[config.mk]
export PLATFORM = sky130hd
export DESIGN_NAME = kronecker_symbol_binary
export DESIGN_NICKNAME = d
export VERILOG_FILES = /design/src/rtl/ksb_pkg.sv /design/src/rtl/kronecker_symbol_binary.sv /design/src/rtl/ksb_sub.sv
export SDC_FILE = /design/constraint.sdc
export NUM_CORES = 1
export LEC_CHECK = 0
export ABC_AREA = 1
export BUFFER_PORTS_ARGS = -buffer_cell sky130_fd_sc_hd__buf_2
export CAP_MARGIN = 20
export CORE_MARGIN = 5
export CORE_UTILIZATION = 25
export CTS_CLUSTER_SIZE = 28
export DETAILED_ROUTE_END_ITERATION = 7
export GPL_TIMING_DRIVEN = 0
export SLEW_MARGIN = 20
export SYNTH_ARGS = -nofsm -noshare
export SYNTH_HDL_FRONTEND = slang
export SYNTH_HIERARCHICAL = 1
export SYNTH_SLANG_ARGS = --single-unit
[constraint.sdc]
create_clock -name clock -period 25.5 [get_ports clock]
set_clock_uncertainty 0.2 [all_clocks]
set_input_delay 1.275 -clock clock [delete_from_list [all_inputs] [get_ports clock]]
set_output_delay 1.275 -clock clock [all_outputs]
set_load 0.05 [all_outputs]
[src/rtl/ksb_pkg.sv]
package ksb_pkg;

   localparam logic signed [1:0] SYM_POS  = 2'sb01;
   localparam logic signed [1:0] SYM_ZERO = 2'sb00;
   localparam logic signed [1:0] SYM_NEG  = 2'sb11;

   // (2/n) by n mod 8
   localparam logic signed [1:0] MOD8_SIGN [8] = '{
      SYM_ZERO, SYM_POS, SYM_ZERO, SYM_NEG, SYM_ZERO, SYM_NEG, SYM_ZERO, SYM_POS
   };

   typedef logic signed [1:0] symbol_type;

   function automatic symbol_type sym_mul(input symbol_type k, input symbol_type m);
      symbol_type r;
      r = k;
      if (m == SYM_ZERO) begin
         r = SYM_ZERO;
      end else if (m == SYM_NEG) begin
         r = -k;
      end
      return r;
   endfunction

endpackage

[src/rtl/kronecker_symbol_binary.sv]
// kronecker symbol (a/b), binary algorithm, one subtractor shared by the negate and
// subtract steps. setup negates a, then b, then checks for early results; then factors
// of two are stripped from b; the main loop shifts a or subtracts, swapping if a < b.
// the result strobe comes in the cycle after the last step; busy is low in that
// cycle, so the next item may be started then. the receiver cannot stall.
// synchronous reset returns the sequencer to idle and clears the result strobe.
module kronecker_symbol_binary
   import ksb_pkg::*;
#(
   parameter int WIDTH = 64
) (
   input  logic               clock,
   input  logic               reset,
   input  logic               start,
   output logic               busy,
   input  logic signed [63:0] req_a_value,
   input  logic signed [63:0] req_b_value,
   output logic               rsp_valid,
   output logic signed [1:0]  rsp_symbol
);

   localparam logic [2:0] S_IDLE   = 3'd0;
   localparam logic [2:0] S_NEGA   = 3'd1;
   localparam logic [2:0] S_NEGB   = 3'd2;
   localparam logic [2:0] S_CHECK  = 3'd3;
   localparam logic [2:0] S_BSTRIP = 3'd4;
   localparam logic [2:0] S_LOOP   = 3'd5;
   localparam logic [2:0] S_SUB    = 3'd6;

   logic [2:0]       state_ff, state_in;
   logic [WIDTH-1:0] am_ff, am_in;
   logic [WIDTH-1:0] bm_ff, bm_in;
   logic             aneg_ff, aneg_in;
   logic             bneg_ff, bneg_in;
   logic             par_ff, par_in;
   symbol_type       k_ff, k_in;
   logic             rsp_valid_ff, rsp_valid_in;
   symbol_type       rsp_symbol_ff, rsp_symbol_in;

   logic [WIDTH-1:0] alu_x;
   logic [WIDTH-1:0] alu_y;
   logic [WIDTH-1:0] alu_diff;
   logic             alu_borrow;

   // negate steps take 0 - x, all others am - bm
   always_comb begin
      alu_x = am_ff;
      alu_y = bm_ff;
      if (state_ff == S_NEGA) begin
         alu_x = '0;
         alu_y = am_ff;
      end else if (state_ff == S_NEGB) begin
         alu_x = '0;
         alu_y = bm_ff;
      end
   end

   ksb_sub #(
      .WIDTH(WIDTH)
   ) u_sub (
      .x_value(alu_x),
      .y_value(alu_y),
      .diff   (alu_diff),
      .borrow (alu_borrow)
   );

   always_comb begin
      symbol_type k_tmp;
      state_in      = state_ff;
      am_in         = am_ff;
      bm_in         = bm_ff;
      aneg_in       = aneg_ff;
      bneg_in       = bneg_ff;
      par_in        = par_ff;
      k_in          = k_ff;
      rsp_valid_in  = 1'b0;
      rsp_symbol_in = rsp_symbol_ff;
      k_tmp         = k_ff;
      unique case (state_ff)
         S_IDLE: begin
            if (start) begin
               am_in    = req_a_value[WIDTH-1:0];
               bm_in    = req_b_value[WIDTH-1:0];
               aneg_in  = req_a_value[WIDTH-1];
               bneg_in  = req_b_value[WIDTH-1];
               state_in = S_NEGA;
            end
         end
         S_NEGA: begin
            if (aneg_ff) begin
               am_in = alu_diff;
            end
            state_in = S_NEGB;
         end
         S_NEGB: begin
            if (bneg_ff) begin
               bm_in = alu_diff;
            end
            state_in = S_CHECK;
         end
         S_CHECK: begin
            if (bm_ff == '0) begin
               rsp_valid_in  = 1'b1;
               rsp_symbol_in = (am_ff == WIDTH'(1)) ? SYM_POS : SYM_ZERO;
               state_in      = S_IDLE;
            end else if (!am_ff[0] && !bm_ff[0]) begin
               rsp_valid_in  = 1'b1;
               rsp_symbol_in = SYM_ZERO;
               state_in      = S_IDLE;
            end else begin
               k_in     = (aneg_ff && bneg_ff) ? SYM_NEG : SYM_POS;
               par_in   = 1'b0;
               state_in = S_BSTRIP;
            end
         end
         S_BSTRIP: begin
            if (!bm_ff[0]) begin
               bm_in  = bm_ff >> 1;
               par_in = ~par_ff;
            end else begin
               if (par_ff) begin
                  k_tmp = sym_mul(k_tmp, MOD8_SIGN[am_ff[2:0]]);
               end
               if (aneg_ff && bm_ff[1]) begin
                  k_tmp = -k_tmp;
               end
               k_in     = k_tmp;
               par_in   = 1'b0;
               state_in = S_LOOP;
            end
         end
         S_LOOP: begin
            if (am_ff == '0) begin
               rsp_valid_in  = 1'b1;
               rsp_symbol_in = (bm_ff == WIDTH'(1)) ? k_ff : SYM_ZERO;
               state_in      = S_IDLE;
            end else if (!am_ff[0]) begin
               am_in  = am_ff >> 1;
               par_in = ~par_ff;
            end else begin
               if (par_ff) begin
                  k_tmp = sym_mul(k_tmp, MOD8_SIGN[bm_ff[2:0]]);
               end
               par_in = 1'b0;
               if (alu_borrow) begin
                  // a < b: swap with reciprocity sign, subtract next cycle
                  am_in = bm_ff;
                  bm_in = am_ff;
                  if (am_ff[1] && bm_ff[1]) begin
                     k_tmp = -k_tmp;
                  end
                  state_in = S_SUB;
               end else begin
                  am_in = alu_diff;
               end
               k_in = k_tmp;
            end
         end
         S_SUB: begin
            am_in    = alu_diff;
            state_in = S_LOOP;
         end
         default: begin
            state_in = S_IDLE;
         end
      endcase
   end

   always_ff @(posedge clock) begin
      if (reset) begin
         state_ff     <= S_IDLE;
         rsp_valid_ff <= 1'b0;
      end else begin
         state_ff     <= state_in;
         rsp_valid_ff <= rsp_valid_in;
      end
   end

   always_ff @(posedge clock) begin
      am_ff         <= am_in;
      bm_ff         <= bm_in;
      aneg_ff       <= aneg_in;
      bneg_ff       <= bneg_in;
      par_ff        <= par_in;
      k_ff          <= k_in;
      rsp_symbol_ff <= rsp_symbol_in;
   end

   assign busy       = (state_ff != S_IDLE);
   assign rsp_valid  = rsp_valid_ff;
   assign rsp_symbol = rsp_symbol_ff;

   // a result only ever ends a run of work
   a_rsp_after_busy: assert property (@(posedge clock) disable iff (reset)
      rsp_valid |-> $past(busy))
      else $error("result strobe without preceding work");

   a_symbol_legal: assert property (@(posedge clock) disable iff (reset)
      rsp_valid |-> (rsp_symbol == SYM_POS || rsp_symbol == SYM_ZERO ||
                     rsp_symbol == SYM_NEG))
      else $error("illegal symbol code");

   a_start_takes: assert property (@(posedge clock) disable iff (reset)
      (start && !busy) |=> busy)
      else $error("accepted item did not start work");

   // b stays odd through the main loop
   a_b_odd_in_loop: assert property (@(posedge clock) disable iff (reset)
      (state_ff == S_LOOP || state_ff == S_SUB) |-> bm_ff[0])
      else $error("even b in main loop");

endmodule

[src/rtl/ksb_sub.sv]
module ksb_sub #(
   parameter int WIDTH = 64
) (
   input  logic [WIDTH-1:0] x_value,
   input  logic [WIDTH-1:0] y_value,
   output logic [WIDTH-1:0] diff,
   output logic             borrow
);

   // borrow out means x < y
   assign {borrow, diff} = {1'b0, x_value} - {1'b0, y_value};

endmodule

Yosys cells after proc, flatten, opt, wreduce, memory -nomap -nowiden
Memories as Yosys holds them, arrays and structs flattened. Cells that the tools add are included. Widths: inputs -> output; s select.

Memories: 2. Logic and storage cells: 134. Output and inout bits: 4. Bits in registers: 139. Memory bits (read-only): 32. Input port bits: 131.

Mux-type cells: 65. Add/sub/neg operators: 4. Equal/unequal tests: 24. Reduce and logical (&&, ||, !) cells: 24. Bitwise operators: 3. $lt $le $gt $ge: 2.

Memory list: (name not given) (words 8, width 2, read ports 1, clocked after memory_dff 0, wr ports 0, RTL line kronecker_symbol_binary.sv:142) `k_tmp = sym_mul(k_tmp, MOD8_SIGN[bm_ff[2:0]]);`; (name not given) (words 8, width 2, read ports 1, clocked after memory_dff 0, wr ports 0, RTL line kronecker_symbol_binary.sv:122) `k_tmp = sym_mul(k_tmp, MOD8_SIGN[am_ff[2:0]]);`.

Operators by type and width (count): $mux 64 (14); $pmux 64 s4 (2); $eq 64x1->1 const B (2); $logic_not 64->1 (2); $sub 64x64->65 (1); $mux 2 (28); $ne 2x2->1 const B (11); $mux 3 (7); $pmux 3 s7 (1); $reduce_and 4->1 (3); $reduce_and 6->1 (2); $eq 3x3->1 const B (3); $mux 1 (9); $ne 3x3->1 const B (3); $ge 4x4->1 const B (2); $not 3->4 (2); $reduce_bool 4->1 (2); $reduce_and 7->1 (1); $eq 3x2->1 const B (2); $neg 2->2 (3); $pmux 2 s3 (1); $reduce_bool 3->1 (2); $eq 2x1->1 const B (2); $logic_and 1x1->1 (4); other kinds (11) (13).

Logic depth before layout (Yosys ltp)
Gate-level depths: netlist of run 1.

Word-level depth: 17. Mapped depth: 26.

By module
The synthesis of run 1 kept the hierarchy.

By module, submodules not included: kronecker_symbol_binary (cells an instance 1259, area each 9594.2 um2, instances 1, sequential area each 4134.0 um2); ksb_sub (cells an instance 1371, area each 6276.0 um2, instances 1, sequential area each 0.0 um2).

Worst setup path before layout of run 1
Ideal clock, no wire load.

Path type: register -> register. From: register state_ff[2]. To: register bm_ff[10], enable pin. Library setup time: 561 ps. Cell stages (with the launch flop): 22. Setup slack: 17293 ps. Clock period less this slack: 8207 ps. Path buffers: 2. Arrival time: 7446 ps. Cells stage by stage: dfxtp_1 -> inv_2 -> nand2_2 -> buf_2 -> buf_1 -> nand2_1 -> o21ai_0 -> inv_1 -> ha_1 -> nand2_1 -> inv_1 -> a21oi_1 -> nand2_2 -> nand3_1 -> nand2_1 -> nand2_1 -> nand2_1 -> a21oi_1 -> inv_1 -> a21oi_1 -> o211ai_1 -> nor3_1.

RTL lines: start, declared (RTL line kronecker_symbol_binary.sv:30) `logic [2:0] state_ff, state_in;`; start signal, assigned (RTL line kronecker_symbol_binary.sv:174) `state_ff <= state_in;`; $eq 3x1->1 (RTL line kronecker_symbol_binary.sv:49) `if (state_ff == S_NEGA) begin`; $mux 64 (RTL line kronecker_symbol_binary.sv:49); named net alu_y[7] (RTL line kronecker_symbol_binary.sv:41) `logic [WIDTH-1:0] alu_y;`; $sub 64x64->65 (RTL line ksb_sub.sv:11) `assign {borrow, diff} = {1'b0, x_value} - {1'b0, y_value};`; named net alu_borrow (RTL line kronecker_symbol_binary.sv:43) `logic alu_borrow;`; $ne 2x2->1 (no line); $reduce_and 7->1 (no line); end signal, assigned (RTL line kronecker_symbol_binary.sv:181) `bm_ff <= bm_in;`; end, declared (RTL line kronecker_symbol_binary.sv:32) `logic [WIDTH-1:0] bm_ff, bm_in;`.

The timed path passes the listed nets, and every way through them passes these cells. A chain may end at the register's enable or synchronous reset.

Worst setup path in the final report of run 1
From: register state_ff[2]. To: register bm_ff[56], enable pin.

Same word-level chain as after synthesis.

==> results of run 1 <==
==> worst max-delay path, stage by stage, from the launching register on <==
cell and delay [ns]:
dfxtp_1 0.49, inv_2 0.07, nand2_2 0.17, buf_2 0.33, clkbuf_1 0.68, nand2_1 0.09
o21ai_0 0.10, inv_1 0.06, ha_1 0.36, a21oi_1 0.29, o21ai_0 0.20, nand2_1 0.10
o211ai_1 0.12, nor2_1 0.14, nand2_1 0.08, a21oi_1 0.67, inv_1 0.35, a21oi_1 0.23
o211ai_1 0.13, nor3_2 0.44, buf_4 0.29, buf_4 0.23, buf_4 0.21, buf_4 0.21
==> worst max path at each step <==
stage,startpoint,to,slack (ns)
2_1_floorplan,state_ff[2]$_SDFFE_PP0P_,bm_ff[10]$_DFFE_PP_,17.29
3_3_place_gp,state_ff[2]$_SDFFE_PP0P_,bm_ff[58]$_DFFE_PP_,12.83
3_5_place_dp,state_ff[2]$_SDFFE_PP0P_,bm_ff[57]$_DFFE_PP_,19.08
4_1_cts,state_ff[2]$_SDFFE_PP0P_,bm_ff[56]$_DFFE_PP_,19.05
5_1_grt,state_ff[2]$_SDFFE_PP0P_,bm_ff[56]$_DFFE_PP_,18.55
6_report,state_ff[2]$_SDFFE_PP0P_,bm_ff[56]$_DFFE_PP_,18.91
==> Yosys cell counts (20+ instances only) <==
cell      number
o21ai_1       20
o22ai_1       84
inv_1        596
nand2_1      850
nand3_1       71
edfxtp_1     135
a21oi_1      127
o21ai_0       76
nor2_1       268
nand2_2       27
a21oi_2       41
o221ai_1      23
ha_1          64
xor2_1        31
clkbuf_1      21
nand4_1       33
buf_2         33
==> stage by stage <==
| stage | area (um^2) | setup WS, ns |
|---|---|---|
| after floorplan | 15900 | 17.29 |
| after global placement | 17600 | 12.83 |
| after detailed placement | 17700 | 19.08 |
| after CTS | 18300 | 19.05 |
| after global routing | 18300 | 18.55 |
| final | 18300 | 18.91 |
==> final cells by class <==
type | instances | share of cell area
Buffer | 71 | 0.0205
Clock buffer | 18 | 0.0234
Clock inverter | 13 | 0.00957
Inverter | 604 | 0.124
Multi-Input combinational cell | 1816 | 0.497
Sequential cell | 139 | 0.226
Tap cell | 846 | 0.0578
Timing Repair Buffer | 143 | 0.0417
==> where the power goes <==
group	internal [mW]	total (mW)	leakage, nW	switching, mW
Clock	0.162	0.269	0.293	0.107
Sequential	0.353	0.411	1.36	0.0581
Combinational	0.438	1.51	8.19	1.08
==> registers in the layout (all words and copies together) (netlist names) <==
| name | cells |
|---|---|
| am_ff | 64 |
| bm_ff | 64 |
| state_ff | 3 |
| k_ff | 2 |
| rsp_symbol | 2 |
| aneg_ff | 1 |
| bneg_ff | 1 |
| par_ff | 1 |
| rsp_valid | 1 |
==> cells by family after synthesis <==
group / synth area share
DFF: 0.260
xor gates and xnor gates: 0.0182
adders and majority gates: 0.0517
and+or+nand+nor: 0.340
buffers and inverters: 0.167
AOI/OAI and AO/OA: 0.163
==> placed cells by master (no fill, tap or decap), types with 5 or more instances in the layout <==
| cell | instances |
|---|---|
| inv_1 | 596 |
| buf_1 | 5 |
| o21ai_0 | 76 |
| o22ai_1 | 84 |
| nand2_1 | 850 |
| a21oi_1 | 127 |
| nand3_2 | 7 |
| nor2_1 | 267 |
| edfxtp_1 | 135 |
| nor3_1 | 17 |
| inv_2 | 5 |
| o21ai_1 | 20 |
| o211ai_1 | 8 |
| xor2_1 | 31 |
| nand3_1 | 71 |
| ha_1 | 64 |
| clkbuf_1 | 22 |
| nor2_2 | 17 |
| nor2_4 | 5 |
| o221ai_2 | 10 |
| o221ai_1 | 23 |
| a21oi_2 | 41 |
| buf_4 | 13 |
| buf_6 | 6 |
| nand4_1 | 33 |
| o2111ai_1 | 6 |
| nand2_2 | 27 |
| buf_2 | 167 |
| clkbuf_16 | 17 |
==> routing by layer <==
metal / vias to the layer above / routed length, um / track usage
li1: 8557 / - / -
met1: 7959 / 29500 / 0.268
met2: 918 / 29000 / 0.294
met3: 119 / 6940 / 0.0402
met4: 0 / 2030 / 0.0574
met5: - / 0 / 0
==> impl_metrics.env, run 1 <==
export IMPL_cts_sinks=139
export IMPL_areaGrowthSynthToFinish_pct=15.4
export IMPL_track_usage=0.190
export IMPL_synth_area_leaders="edfxtp_1 26%, nand2_1 20%, inv_1 14%"
export IMPL_gp_congestion=0.987
export IMPL_worstMarginPinSlew_ns=1.13
export IMPL_rr_worst_depth=23
export IMPL_outcome="complete, no violations"
export IMPL_antenna_cells=0
export IMPL_drc=0
export IMPL_cts_resized_gates=0
export IMPL_synthesis_area_mm2=0.0159
export IMPL_ys_ff_latch=139
export IMPL_antenna_found_initial=3
export IMPL_async_flop_share=0
export IMPL_synth_top_cell_by_area="edfxtp_1"
export IMPL_drive_gt1_frac=0.124
export IMPL_dp_cells=3619
export IMPL_grt_pass1_vias=16100
export IMPL_dieWidth_um=262
export IMPL_hold_buffers=0
export IMPL_wire_per_inst_um=18.5
export IMPL_hold_slack_ns=0.353
export IMPL_vdd_drop_max_mv=0.0517
export IMPL_slew_limit_headroom=0.248
export IMPL_cts_htree_levels=4
export IMPL_grt_pass1_wl_mm=98.8
export IMPL_firstDrtPassIters=6
export IMPL_rsz0062_at_grt="false"
export IMPL_seq_area_frac_synth=0.260
export IMPL_holdPathEnd="state_ff[0]$_SDFFE_PP0P_"
export IMPL_register_area_mm2=0.00413
export IMPL_via_per_inst=4.81
export IMPL_cts_made_buffers=17
export IMPL_required_ns=25.47
export IMPL_fmax_ghz=0.152
export IMPL_ys_types=52
export IMPL_r2r_start="state_ff[2]$_SDFFE_PP0P_"
export IMPL_avgSynthCellArea_um2=6.03
export IMPL_core_area_mm2=0.0630
export IMPL_fin_crit_ns=6.59
export IMPL_nets=2988
export IMPL_timing_final_crit_share=0.258
export IMPL_synth_top_area_frac=0.255
export IMPL_hold_start="state_ff[0]$_SDFFE_PP0P_"
export IMPL_tns_ns=0
export IMPL_p_total_mw=2.19
export IMPL_grt_max_degree=24
export IMPL_insertion_delay_ns=0.47
export IMPL_worstSetupEndpointType="register"
export IMPL_dieArea_mm2=0.0686
export IMPL_overflow=0
export IMPL_clockBufferDepth=2
export IMPL_dp_hpwl_mm=57.0
export IMPL_die_y_um=262
export IMPL_rows=92
export IMPL_ys_flop_type="edfxtp_1"
export IMPL_cts_setup_buffers=0
export IMPL_hp_class="register to register"
export IMPL_start_util=0.252
export IMPL_crit_path_start_kind="register"
export IMPL_yosys_warnings=6
export IMPL_synth_edf_count=135
export IMPL_whs_path_depth=3
export IMPL_critPathArrivalTime_ns=6.56
export IMPL_cellLeakagePower_nw=9.84
export IMPL_io_buffer_count=134
export IMPL_cts_root_buf="clkbuf_16"
export IMPL_critPathMaxFanout=10
export IMPL_synth_fp_nets=2826
export IMPL_multi_input_area_mm2=0.00910
export IMPL_setup_viol_count_final=0
export IMPL_cts_clk_slew_worst_paths_ns=0.07
export IMPL_finalHoldViolations=0
export IMPL_ant_nets=0
export IMPL_syn_inst=2630
export IMPL_routed_wl_mm=67.5
export IMPL_nFillCells=7163
export IMPL_ioPinCount=135
export IMPL_critical_path_class="register to register"
export IMPL_drv_slew=0
export IMPL_drtIter0Drc=2042
export IMPL_powerDensity_mw_per_mm2=120
export IMPL_fin_util=0.291
export IMPL_num_vias=17600
export IMPL_cts_tree="done"
export IMPL_final_cells=3650
export IMPL_rrSetupSlack_ns=18.91
export IMPL_rr_endpoint="bm_ff[56]$_DFFE_PP_"
export IMPL_maxCapViolCount=0
Note: power is estimated with default switching activity, not from simulation.
==> inputs of run 2 (changes only) <==
--- a/config.mk
+++ b/config.mk
@@ -5,7 +5,7 @@
 export SDC_FILE = /design/constraint.sdc
 export NUM_CORES = 1
 export LEC_CHECK = 0
-export ABC_AREA = 1
+export ABC_AREA = 0
 export BUFFER_PORTS_ARGS = -buffer_cell sky130_fd_sc_hd__buf_2
 export CAP_MARGIN = 20
 export CORE_MARGIN = 5
==> constraint.sdc (replaced) <==
create_clock -name clock -period 6.79 [get_ports clock]
set_clock_uncertainty 0.2 [all_clocks]
set_input_delay 0.3395 -clock clock [delete_from_list [all_inputs] [get_ports clock]]
set_output_delay 0.3395 -clock clock [all_outputs]
set_load 0.05 [all_outputs]
==> run 2 against run 1 <==
The flow now finishes with violations (DRC); power increased to 3.9 times the previous value; non-clock buffer count is 56 higher; via count down 17%; global-route usage up 0.36 points.
==> impl_metrics.env, run 2 <==
export IMPL_drive_gt1_frac=0.166
export IMPL_critPathLaunch="state_ff[1]$_SDFFE_PP0P_"
export IMPL_wire_per_inst_um=23.1
export IMPL_synth_most_common_cell="nand2_1"
export IMPL_cts_clk_slew_worst_paths_ns=0.06
export IMPL_multi_input_area_mm2=0.00838
export IMPL_via_per_inst=5.67
export IMPL_avgSynthCellArea_um2=7.93
export IMPL_timing_final_crit_share=0.979
export IMPL_cellLeakagePower_nw=6.34
export IMPL_critPathMaxFanout=43
export IMPL_required_ns=6.72
export IMPL_routed_wl_mm=59.0
export IMPL_firstDrtPassIters=8
export IMPL_rsz0062_at_grt="false"
export IMPL_areaGrowthSynthToFinish_pct=17.6
export IMPL_track_usage=0.194
export IMPL_setup_slack_ns=0.145
export IMPL_fmax_ghz=0.150
export IMPL_seq_area_frac_synth=0.310
export IMPL_top_regs="am_ff x64, bm_ff x64, state_ff x3"
export IMPL_rows=84
export IMPL_syn_inst=1683
export IMPL_grt_max_degree=44
export IMPL_cts_htree_levels=4
export IMPL_worstMarginPinSlew_ns=1.06
export IMPL_preCtsSetupSlack_ns=-0.0458
export IMPL_dieWidth_um=241
export IMPL_ys_types=85
export IMPL_overflow=0
export IMPL_violations="DRC"
export IMPL_hold_start="req_a_value[15]"
export IMPL_ys_flop_type="edfxtp_1"
export IMPL_clockBufferDepth=2
export IMPL_async_flop_share=0
export IMPL_start_util=0.253
export IMPL_synth_area_leaders="edfxtp_1 30%, nand2_1 11%, ha_1 6.0%"
export IMPL_p_int_mw=4.03
export IMPL_final_common_cell="nand2_1"
export IMPL_synth_edf_count=135
export IMPL_drtIter0Drc=2147
export IMPL_crit_slowest_cell="nor2_4"
export IMPL_vdd_drop_max_mv=0.247
export IMPL_synthesis_area_mm2=0.0133
export IMPL_setup_viol_count_final=0
export IMPL_grt_pass1_wl_mm=85.4
export IMPL_slew_limit_headroom=0.288
export IMPL_grt_pass1_vias=13600
export IMPL_crit_path_start_kind="register"
export IMPL_core_area_mm2=0.0528
export IMPL_cts_made_buffers=17
export IMPL_num_vias=14500
export IMPL_maxCapViolCount=0
export IMPL_io_buffer_count=134
export IMPL_pwr_share_clk=0.107
export IMPL_antenna_cells=0
export IMPL_r2r_start="state_ff[1]$_SDFFE_PP0P_"
export IMPL_nets=2053
export IMPL_drc=8
export IMPL_outcome="finished with violations"
export IMPL_insertion_delay_ns=0.45
export IMPL_nFillCells=5797
export IMPL_fin_util=0.297
export IMPL_dieArea_mm2=0.0581
export IMPL_powerDensity_mw_per_mm2=551
export IMPL_combPwrFrac=0.668
export IMPL_hp_class="input port to register"
export IMPL_gp_congestion=0.982
export IMPL_cts_root_buf="clkbuf_16"
export IMPL_cp_num_buf_inv=7
export IMPL_cts_sinks=139
export IMPL_cts_tree="done"
export IMPL_critPathArrivalTime_ns=6.58
export IMPL_power_switching_mw=4.61
export IMPL_synth_top_area_frac=0.304
export IMPL_p_seq_frac=0.225
export IMPL_antenna_found_initial=0
export IMPL_yosys_warnings=6
export IMPL_register_area_mm2=0.00413
export IMPL_ys_top_cells_by_count="379 x nand2_1, 135 x edfxtp_1, 129 x a21oi_1"
export IMPL_ys_ff_latch=139
export IMPL_crit_family="compound AO/OA/AOI/OAI gates"
export IMPL_die_y_um=241
export IMPL_synth_fp_nets=1879
export IMPL_finalHoldViolations=0
export IMPL_p_sw_frac=0.533
export IMPL_ant_nets=0
export IMPL_crit_path_max_incr_delay_ns=0.38
export IMPL_critical_path_class="register to register"
export IMPL_synth_top_cell_by_area="edfxtp_1"
export IMPL_worstSetupEndpointType="register"
export IMPL_ioPinCount=135
export IMPL_layout_common_cells="379 x nand2_1, 167 x buf_2, 135 x edfxtp_1"
export IMPL_drv_slew=0
export IMPL_fin_crit_ns=6.65
export IMPL_dp_hpwl_mm=45.9
## run 2: cell families (layout without fill, tap and decap cells)
group | Yosys count | in the layout | share of synthesized area
simple gates | 706 | 706 | 0.243
compound gates | 436 | 437 | 0.226
buf+inv | 208 | 394 | 0.0636
flops | 139 | 139 | 0.310
mux | 67 | 67 | 0.0563
fa+ha+maj | 65 | 65 | 0.0615
xor+xnor | 62 | 62 | 0.0407
## run 2: area by class of cell
class	instances	area share
inverter	92	0.0220
clock inverter	8	0.00463
clock buffer	24	0.0301
tap	688	0.0549
sequential	139	0.264
buffer	116	0.0329
multi-input combinational	1337	0.534
timing repair buffer	154	0.0576
## run 2: metrics by stage
stage | TNS [ns] | instances | power [mW] | hold WS (ns) | instance area [um^2]
after floorplan | 0 | 1683 | 5.76 | 0.202 | 13300
after global placement | -116.42 | 2505 | 7.43 | 0.382 | 14900
after detailed placement | -1.83 | 2508 | 7.51 | 0.382 | 15000
after CTS | 0 | 2558 | 8.47 | 0.000516 | 15700
after global routing | 0 | 2558 | 9.14 | 0.000995 | 15700
final | 0 | 2558 | 8.64 | 0.00940 | 15700
## run 2: metal layers
metal  GRT usage  up-vias  wire length, um
li1            -     6475                -
met1       0.270     6951            24400
met2       0.298      975            25400
met3      0.0471      103             7540
met4      0.0619        0             1730
met5           0        -                0
## run 2: repair_timing
| item | CTS | global route |
|---|---|---|
| hold buffers | 15 | 0 |
| endpoints found under the hold margin | 17 | 0 |
| setup endpoints to repair | 43 | 123 |
| cloned | 1 | 0 |
| resized for setup | 0 | 21 |
| buffers inserted | 2 | 0 |
## run 2: power groups by stage
stage	combinational [mW]	clock [mW]	sequential (mW)
floorplan	4.07	0	1.69
global placement	5.47	0	1.95
detailed placement	5.58	0	1.93
CTS	5.64	0.919	1.91
global route	6.22	0.950	1.97
finish	5.77	0.928	1.94
## run 2: worst register-to-register path, delay by kind of cell (launching register included)
family          cells  cell delay [ns]
flops               1             0.30
buf+inv             7             1.45
compound gates     12             2.84
mux                 1             0.38
simple gates        5             0.93
fa+ha+maj           1             0.21
## run 2: worst paths after layout
kind | end | slack (ns) | depth (start not counted)
setup / recovery | bm_ff[17]$_DFFE_PP_ | 0.14 | 26
hold / removal | am_ff[15]$_DFFE_PP_ | 0.009 | 3
setup reg to reg | bm_ff[17]$_DFFE_PP_ | 0.14 | 26
hold reg to reg | am_ff[19]$_DFFE_PP_ | 0.45 | 2
